[config.mk]
export PLATFORM = sky130hd
export DESIGN_NAME = sha256_stream_hasher_unit
export DESIGN_NICKNAME = d
export VERILOG_FILES = /design/src/rtl/shs_pkg.sv /design/src/rtl/shs_ctrl.sv /design/src/rtl/shs_datapath.sv /design/src/rtl/sha256_stream_hasher_unit.sv
export SDC_FILE = /design/constraint.sdc
export NUM_CORES = 2
export LEC_CHECK = 0
export BUFFER_PORTS_ARGS = -buffer_cell sky130_fd_sc_hd__buf_2
export CAP_MARGIN = 20
export CORE_UTILIZATION = 37
export DETAILED_ROUTE_END_ITERATION = 10
export PLACE_DENSITY = 0.54
export RECOVER_POWER = 100
export SLEW_MARGIN = 30
export SYNTH_ARGS = -nofsm -noshare
export SYNTH_HDL_FRONTEND = slang
export SYNTH_SLANG_ARGS = --single-unit
export TNS_END_PERCENT = 50
[constraint.sdc]
create_clock -name clock -period 16.75 [get_ports clock]
set_input_delay 0.8375 -clock clock [delete_from_list [all_inputs] [get_ports clock]]
set_output_delay 0.8375 -clock clock [all_outputs]
set_load 0.05 [all_outputs]
[src/rtl/shs_pkg.sv]
`timescale 1ns / 1ps

package shs_pkg;

   // Byte source for a block write
   localparam logic [1:0] SEL_MSG  = 2'd0;
   localparam logic [1:0] SEL_MARK = 2'd1;
   localparam logic [1:0] SEL_ZERO = 2'd2;
   localparam logic [1:0] SEL_LEN  = 2'd3;

   localparam logic [7:0] PAD_MARK_BYTE = 8'h80;
   localparam logic [5:0] LEN_POS       = 6'd56;
   localparam logic [5:0] LAST_POS      = 6'd63;
   localparam logic [5:0] LAST_ROUND    = 6'd63;
   localparam logic [2:0] LAST_WORD     = 3'd7;

   localparam logic [31:0] INIT_H [8] = '{
      32'h6a09e667, 32'hbb67ae85, 32'h3c6ef372, 32'ha54ff53a,
      32'h510e527f, 32'h9b05688c, 32'h1f83d9ab, 32'h5be0cd19
   };

   localparam logic [31:0] ROUND_K [64] = '{
      32'h428a2f98, 32'h71374491, 32'hb5c0fbcf, 32'he9b5dba5,
      32'h3956c25b, 32'h59f111f1, 32'h923f82a4, 32'hab1c5ed5,
      32'hd807aa98, 32'h12835b01, 32'h243185be, 32'h550c7dc3,
      32'h72be5d74, 32'h80deb1fe, 32'h9bdc06a7, 32'hc19bf174,
      32'he49b69c1, 32'hefbe4786, 32'h0fc19dc6, 32'h240ca1cc,
      32'h2de92c6f, 32'h4a7484aa, 32'h5cb0a9dc, 32'h76f988da,
      32'h983e5152, 32'ha831c66d, 32'hb00327c8, 32'hbf597fc7,
      32'hc6e00bf3, 32'hd5a79147, 32'h06ca6351, 32'h14292967,
      32'h27b70a85, 32'h2e1b2138, 32'h4d2c6dfc, 32'h53380d13,
      32'h650a7354, 32'h766a0abb, 32'h81c2c92e, 32'h92722c85,
      32'ha2bfe8a1, 32'ha81a664b, 32'hc24b8b70, 32'hc76c51a3,
      32'hd192e819, 32'hd6990624, 32'hf40e3585, 32'h106aa070,
      32'h19a4c116, 32'h1e376c08, 32'h2748774c, 32'h34b0bcb5,
      32'h391c0cb3, 32'h4ed8aa4a, 32'h5b9cca4f, 32'h682e6ff3,
      32'h748f82ee, 32'h78a5636f, 32'h84c87814, 32'h8cc70208,
      32'h90befffa, 32'ha4506ceb, 32'hbef9a3f7, 32'hc67178f2
   };

   // Controller to datapath
   typedef struct packed {
      logic       wr_en;      // write one byte into the block
      logic [1:0] byte_sel;   // source of that byte
      logic       count_en;   // byte belongs to the message: bump bit count
      logic       load_vars;  // working vars <= chaining words
      logic       round_en;   // run one compression round
      logic [5:0] round_idx;
      logic       chain_add;  // chaining words += working vars
      logic       restart;    // back to initial values
      logic [2:0] word_idx;   // digest word on the output
   } cmd_type;

   // Datapath to controller
   typedef struct packed {
      logic [5:0] pos;        // next byte position in the block
   } status_type;

   function automatic logic [31:0] rotr(input logic [31:0] x, input int unsigned n);
      rotr = (x >> n) | (x << (32 - n));
   endfunction

endpackage

[src/rtl/shs_ctrl.sv]
`timescale 1ns / 1ps

module shs_ctrl (
   input  logic               clock,
   input  logic               reset,
   input  logic               req_valid,
   output logic               req_ready,
   input  logic               req_byte_present,
   input  logic               req_end_of_message,
   output logic               rsp_valid,
   input  logic               rsp_ready,
   input  shs_pkg::status_type status,
   output shs_pkg::cmd_type   cmd
);
   import shs_pkg::*;

   localparam logic [2:0] ST_IDLE   = 3'd0;
   localparam logic [2:0] ST_ROUND  = 3'd1;
   localparam logic [2:0] ST_UPDATE = 3'd2;
   localparam logic [2:0] ST_PAD    = 3'd3;
   localparam logic [2:0] ST_OUT    = 3'd4;

   logic [2:0] state_ff, state_in;
   logic [2:0] ret_ff, ret_in;
   logic [5:0] round_ff, round_in;
   logic [2:0] word_ff, word_in;
   logic       mark_done_ff, mark_done_in;
   logic       len_block_ff, len_block_in;
   logic       accept;
   logic [1:0] pad_sel;

   assign accept = req_valid && req_ready;

   always_comb begin
      if (!mark_done_ff) begin
         pad_sel = SEL_MARK;
      end else if (status.pos >= LEN_POS && len_block_ff) begin
         pad_sel = SEL_LEN;
      end else begin
         pad_sel = SEL_ZERO;
      end
   end

   always_comb begin
      state_in     = state_ff;
      ret_in       = ret_ff;
      round_in     = round_ff;
      word_in      = word_ff;
      mark_done_in = mark_done_ff;
      len_block_in = len_block_ff;
      req_ready    = 1'b0;
      rsp_valid    = 1'b0;
      cmd          = '0;
      cmd.byte_sel = SEL_MSG;
      cmd.round_idx = round_ff;
      cmd.word_idx = word_ff;
      case (state_ff)
         ST_IDLE: begin
            req_ready    = 1'b1;
            cmd.wr_en    = accept && req_byte_present;
            cmd.count_en = accept && req_byte_present;
            if (accept) begin
               mark_done_in = 1'b0;
               if (req_byte_present && status.pos == LAST_POS) begin
                  cmd.load_vars = 1'b1;
                  round_in      = '0;
                  state_in      = ST_ROUND;
                  ret_in        = req_end_of_message ? ST_PAD : ST_IDLE;
               end else if (req_end_of_message) begin
                  state_in = ST_PAD;
               end
            end
         end
         ST_PAD: begin
            cmd.wr_en    = 1'b1;
            cmd.byte_sel = pad_sel;
            mark_done_in = 1'b1;
            if (!mark_done_ff) begin
               len_block_in = status.pos < LEN_POS;
            end
            if (status.pos == LAST_POS) begin
               cmd.load_vars = 1'b1;
               round_in      = '0;
               state_in      = ST_ROUND;
               if (pad_sel == SEL_LEN) begin
                  ret_in = ST_OUT;
               end else begin
                  // extra block: the length goes into the next one
                  ret_in       = ST_PAD;
                  len_block_in = 1'b1;
               end
            end
         end
         ST_ROUND: begin
            cmd.round_en = 1'b1;
            round_in     = round_ff + 6'd1;
            if (round_ff == LAST_ROUND) begin
               state_in = ST_UPDATE;
            end
         end
         ST_UPDATE: begin
            cmd.chain_add = 1'b1;
            state_in      = ret_ff;
         end
         ST_OUT: begin
            rsp_valid = 1'b1;
            if (rsp_ready) begin
               word_in = word_ff + 3'd1;
               if (word_ff == LAST_WORD) begin
                  cmd.restart = 1'b1;
                  state_in    = ST_IDLE;
               end
            end
         end
         default: begin
            state_in = ST_IDLE;
         end
      endcase
   end

   always_ff @(posedge clock) begin
      if (reset) begin
         state_ff     <= ST_IDLE;
         ret_ff       <= ST_IDLE;
         round_ff     <= '0;
         word_ff      <= '0;
         mark_done_ff <= 1'b0;
         len_block_ff <= 1'b0;
      end else begin
         state_ff     <= state_in;
         ret_ff       <= ret_in;
         round_ff     <= round_in;
         word_ff      <= word_in;
         mark_done_ff <= mark_done_in;
         len_block_ff <= len_block_in;
      end
   end

endmodule

[src/rtl/shs_datapath.sv]
`timescale 1ns / 1ps

module shs_datapath (
   input  logic               clock,
   input  logic               reset,
   input  logic [7:0]         req_message_byte,
   input  shs_pkg::cmd_type   cmd,
   output shs_pkg::status_type status,
   output logic [31:0]        rsp_digest_word
);
   import shs_pkg::*;

   logic [31:0] chain_ff [8];
   logic [31:0] vars_ff [8];
   logic [31:0] w_ff [16];       // schedule shift line, w_ff[0] is oldest
   logic [23:0] acc_ff;          // first three bytes of the word being packed
   logic [63:0] bit_count_ff;
   logic [5:0]  pos_ff;

   logic [7:0]  wr_byte;
   logic [2:0]  len_idx;
   logic [31:0] packed_word;
   logic [31:0] new_w;
   logic [31:0] t1, t2;

   assign status.pos = pos_ff;
   assign rsp_digest_word = chain_ff[cmd.word_idx];

   // length bytes go out most significant first
   assign len_idx = ~pos_ff[2:0];

   always_comb begin
      case (cmd.byte_sel)
         SEL_MSG:  wr_byte = req_message_byte;
         SEL_MARK: wr_byte = PAD_MARK_BYTE;
         SEL_LEN:  wr_byte = bit_count_ff[{len_idx, 3'b000} +: 8];
         default:  wr_byte = 8'h00;
      endcase
   end

   assign packed_word = {acc_ff, wr_byte};

   assign new_w = (rotr(w_ff[14], 17) ^ rotr(w_ff[14], 19) ^ (w_ff[14] >> 10))
                + w_ff[9]
                + (rotr(w_ff[1], 7) ^ rotr(w_ff[1], 18) ^ (w_ff[1] >> 3))
                + w_ff[0];

   assign t1 = vars_ff[7]
             + (rotr(vars_ff[4], 6) ^ rotr(vars_ff[4], 11) ^ rotr(vars_ff[4], 25))
             + ((vars_ff[4] & vars_ff[5]) ^ (~vars_ff[4] & vars_ff[6]))
             + ROUND_K[cmd.round_idx] + w_ff[0];
   assign t2 = (rotr(vars_ff[0], 2) ^ rotr(vars_ff[0], 13) ^ rotr(vars_ff[0], 22))
             + ((vars_ff[0] & vars_ff[1]) ^ (vars_ff[0] & vars_ff[2])
                ^ (vars_ff[1] & vars_ff[2]));

   // chaining words, bit count and byte position
   always_ff @(posedge clock) begin
      if (reset || cmd.restart) begin
         for (int i = 0; i < 8; i++) begin
            chain_ff[i] <= INIT_H[i];
         end
         bit_count_ff <= '0;
         pos_ff       <= '0;
      end else begin
         if (cmd.chain_add) begin
            for (int i = 0; i < 8; i++) begin
               chain_ff[i] <= chain_ff[i] + vars_ff[i];
            end
         end
         if (cmd.count_en) begin
            bit_count_ff <= bit_count_ff + 64'd8;
         end
         if (cmd.wr_en) begin
            pos_ff <= pos_ff + 6'd1;
         end
      end
   end

   // block packing, schedule and working vars
   always_ff @(posedge clock) begin
      if (cmd.wr_en) begin
         acc_ff <= packed_word[23:0];
         if (pos_ff[1:0] == 2'b11) begin
            for (int i = 0; i < 15; i++) begin
               w_ff[i] <= w_ff[i + 1];
            end
            w_ff[15] <= packed_word;
         end
      end else if (cmd.round_en) begin
         for (int i = 0; i < 15; i++) begin
            w_ff[i] <= w_ff[i + 1];
         end
         w_ff[15] <= new_w;
      end
      if (cmd.load_vars) begin
         for (int i = 0; i < 8; i++) begin
            vars_ff[i] <= chain_ff[i];
         end
      end else if (cmd.round_en) begin
         vars_ff[0] <= t1 + t2;
         vars_ff[1] <= vars_ff[0];
         vars_ff[2] <= vars_ff[1];
         vars_ff[3] <= vars_ff[2];
         vars_ff[4] <= vars_ff[3] + t1;
         vars_ff[5] <= vars_ff[4];
         vars_ff[6] <= vars_ff[5];
         vars_ff[7] <= vars_ff[6];
      end
   end

endmodule

[src/rtl/sha256_stream_hasher_unit.sv]
`timescale 1ns / 1ps
// Message bytes are taken one per cycle while req_ready is high; the 64th byte of a
// block starts the 64 rounds of the single round unit, then the chaining update.
// End of message: pad bytes are written one per cycle up to the block end, then one
// compression (two when the length spills into an extra block), then eight
// digest words at one per cycle while rsp_ready is high. One transaction at a time.
// Reset (synchronous, active high) loads the initial hash values and clears the count.

module sha256_stream_hasher_unit (
   input  logic        clock,
   input  logic        reset,
   input  logic        req_valid,
   output logic        req_ready,
   input  logic [7:0]  req_message_byte,
   input  logic        req_byte_present,
   input  logic        req_end_of_message,
   output logic        rsp_valid,
   input  logic        rsp_ready,
   output logic [31:0] rsp_digest_word,
   output logic [2:0]  rsp_word_index,
   output logic        rsp_last_word
);
   import shs_pkg::*;

   cmd_type    cmd;
   status_type status;

   // Controller: idle / padding / rounds / chaining update / digest output.
   // Padding is fed through the same byte path as message bytes, one per cycle.
   shs_ctrl u_ctrl (
      .clock              (clock),
      .reset              (reset),
      .req_valid          (req_valid),
      .req_ready          (req_ready),
      .req_byte_present   (req_byte_present),
      .req_end_of_message (req_end_of_message),
      .rsp_valid          (rsp_valid),
      .rsp_ready          (rsp_ready),
      .status             (status),
      .cmd                (cmd)
   );

   // Datapath: bytes are packed big-endian straight into the 16-word schedule
   // shift line, so no separate block buffer is kept.
   shs_datapath u_datapath (
      .clock            (clock),
      .reset            (reset),
      .req_message_byte (req_message_byte),
      .cmd              (cmd),
      .status           (status),
      .rsp_digest_word  (rsp_digest_word)
   );

   assign rsp_word_index = cmd.word_idx;
   assign rsp_last_word  = (cmd.word_idx == LAST_WORD);

endmodule
==> out/results.ini <==
[min_path]
hold_path_class=primary input to flip-flop
hold-path-endpoint=u_ctrl.mark_done_ff$_SDFFE_PP0P_
holdCritStartpoint=req_valid
holdPathStages=4

[critical_path]
critical_path.max_fanout=59
slowest_delay_ps=2930
crit_type=flip-flop to flip-flop
r2r_start=u_ctrl.state_ff[0]$_SDFFE_PP0P_
rr_endpoint=u_datapath.vars_ff[0][235]$_DFFE_PP_
cp.required_ps=17050
path_common_cell=clkbuf_1
worstPathArrival_ps=13020
worstPathCellList=or3_1 > inv_1 > and3_1 > nor2_1 > inv_1 > and2_1 > clkbuf_1 > nand3_2 > clkbuf_1 > nand2_1 > clkbuf_1 > clkbuf_1
end_kind=flip-flop
cp_slowest_cell=clkbuf_1
reg2reg_slack_ps=4040
worstSetupStartpointType=flip-flop
worstRegToRegCells=12

[sta]
setup_viol=0
period_needed_ps=12710
finalClockSkew_ps=32.3
worst_pin_slew_ps=8500
period_share_pct=75.9
hold_viol=0
slew_headroom_pct=-467
max_freq_ghz=0.0787
maxSlewViolCount=1838
rsz0062_at_grt=false
tns_ps=0

[floorplan]
rows=158
ios=52
die-area_sq_um=189000
start_util_pct=37.3
coreArea_sq_um=186000
fp.dieW_um=434
die_y_um=434

[cells_and_area]
n_fill_cell=17900
final_cell_mix=edfxtp_1 (1048), nand2_1 (1017), nor2_1 (414)
syn_to_final_growth_pct=10.0
final_common_cell=edfxtp_1
diodes=0
final_nets=6924
layout-drive-gt1-share_pct=6.49

[drt]
ant_nets=0
drt_wl_total_um=218000
viasPerCell=5.49
wire_per_inst_um=24.5
drt_first_pass_iters=6
drt_iter0_markers=4740
drc=0
vias=48900

[run]
maxCapViolations=33

[synthesis]
syn_inst=6332
async_flop_share_pct=0
ys_ff_latch=1134
yosys.area.top_type=edfxtp_1
synth.distinct_cells=87
ys_top_cells_by_area=edfxtp_1 (45%), ha_1 (7.2%), fa_1 (5.6%)
synth_fp_nets=6937
ys_seq_area_share_pct=48.0
ys.flop_type=edfxtp_1
synth_top_area_share_pct=45.5
synth_area_sq_um=69200
syn_area_per_cell_sq_um=10.9
synth-edff-count=1048
synth_warnings=0

[placement]
place_congestion=0.951
dp_hpwl_um=162000
place.port_buffers=51

[clock_network]
cts_hold_buf=0
cts_buffers=134
ctsRootBufferMaster=clkbuf_16
clockBufferDepth=3
h-tree-depth=4
clock-sinks=1134
clk_latency_ps=810
clk_pin_slew_worst_paths_ps=60
postCtsSetupBuffers=0
cts_tree=yes
post_cts_resized=0

[global_route]
gr-total-overflow=0
grt_usage_pct=23.0
grt_pass1_vias=46800
grt_pass1_wl_um=319000
antenna_found_initial=5
grt_max_degree=195

[status]
violations=capacitance limit, slew limit
status=complete, but fails checks

-- routing by layer --
layer	global-route usage (%)	wire, um	up-vias
li1	-	-	22700
met1	34.5	104000	24500
met2	34.0	95000	1487
met3	4.15	14300	219
met4	5.58	4670	0
met5	0	0	-
-- worst max path at each step --
| stage | start | end |
|---|---|---|
| after detailed placement | u_ctrl.round_ff[1]$_SDFFE_PP0P_ | u_datapath.vars_ff[0][31]$_DFFE_PP_ |
| after CTS | u_ctrl.round_ff[1]$_SDFFE_PP0P_ | u_datapath.vars_ff[0][31]$_DFFE_PP_ |
| after global placement | u_ctrl.round_ff[1]$_SDFFE_PP0P_ | u_datapath.vars_ff[0][31]$_DFFE_PP_ |
| after global routing | u_ctrl.state_ff[0]$_SDFFE_PP0P_ | u_datapath.w_ff[0][56]$_DFFE_PP_ |
| final | u_ctrl.state_ff[0]$_SDFFE_PP0P_ | u_datapath.vars_ff[0][235]$_DFFE_PP_ |
| after floorplan | u_ctrl.state_ff[0]$_SDFFE_PP0P_ | u_datapath.w_ff[0][0]$_DFFE_PP_ |
-- Yosys cell counts, drive strengths merged (61+ instances only) --
master / number
fa: 195
a211oi: 61
a21o: 169
nor3: 82
clkbuf: 232
ha: 396
o21ai: 339
a21oi: 375
nand2b: 67
dfxtp: 86
mux4: 82
xor2: 230
xnor2: 379
nand3: 94
nor2: 415
nand2: 1018
edfxtp: 1048
inv: 282
-- cell families (layout without fill, tap and decap cells) --
kind of cell	Yosys count	in the layout	share of synthesized area (%)
xor gates and xnor gates	609	609	7.71
AOI/OAI and AO/OA	1301	1301	11.9
muxes	165	165	3.94
adders and majority gates	617	617	13.2
buffers and inverters	559	653	3.06
and+or+nand+nor	1947	1947	12.3
DFF	1134	1134	48.0
-- flip-flops by register name, indices dropped and copies added (netlist names), named ones only --
signal	cells
u_datapath.w_ff	512
u_datapath.chain_ff	256
u_datapath.vars_ff	256
u_datapath.bit_count_ff	61
u_datapath.acc_ff	24
u_ctrl.round_ff	6
u_datapath.status	6
u_ctrl.state_ff	3
u_ctrl.word_ff	3
u_ctrl.ret_ff	2
u_ctrl.len_block_ff	1
u_ctrl.mark_done_ff	1
-- metrics by stage --
step | std cells | hold slack (ps) | setup WS (ps) | utilization, % | cell area (sq um)
global placement | 8661 | 400 | 6620 | 38.9 | 72200
finish | 8906 | 371 | 4040 | 41.0 | 76100
floorplan | 6332 | 400 | 2110 | - | 69200
CTS | 8905 | 309 | 6470 | 41.1 | 76400
detailed placement | 8662 | 405 | 6500 | 38.9 | 72200
global route | 8906 | 345 | 2880 | 41.0 | 76100
-- worst max-delay path: cells and delay by family, from the launching register on --
family | cells | cell delay (ps)
AND/OR/NAND/NOR | 6 | 3390
buffers and inverters | 6 | 8190
flip-flops | 1 | 390
-- area by class of cell --
class	count	area (sq um)	share of cell area, %
clock buffer	171	3540	4.66
inverter	284	1070	1.40
sequential	1134	33200	43.6
clock inverter	72	636	0.835
multi-input combinational	4639	33900	44.5
timing repair buffer	126	699	0.919
tap	2480	3100	4.08
Power is left out: the tool's default activity adds up to more than one toggle a clock period on the data nets, which glitch-free logic cannot reach.
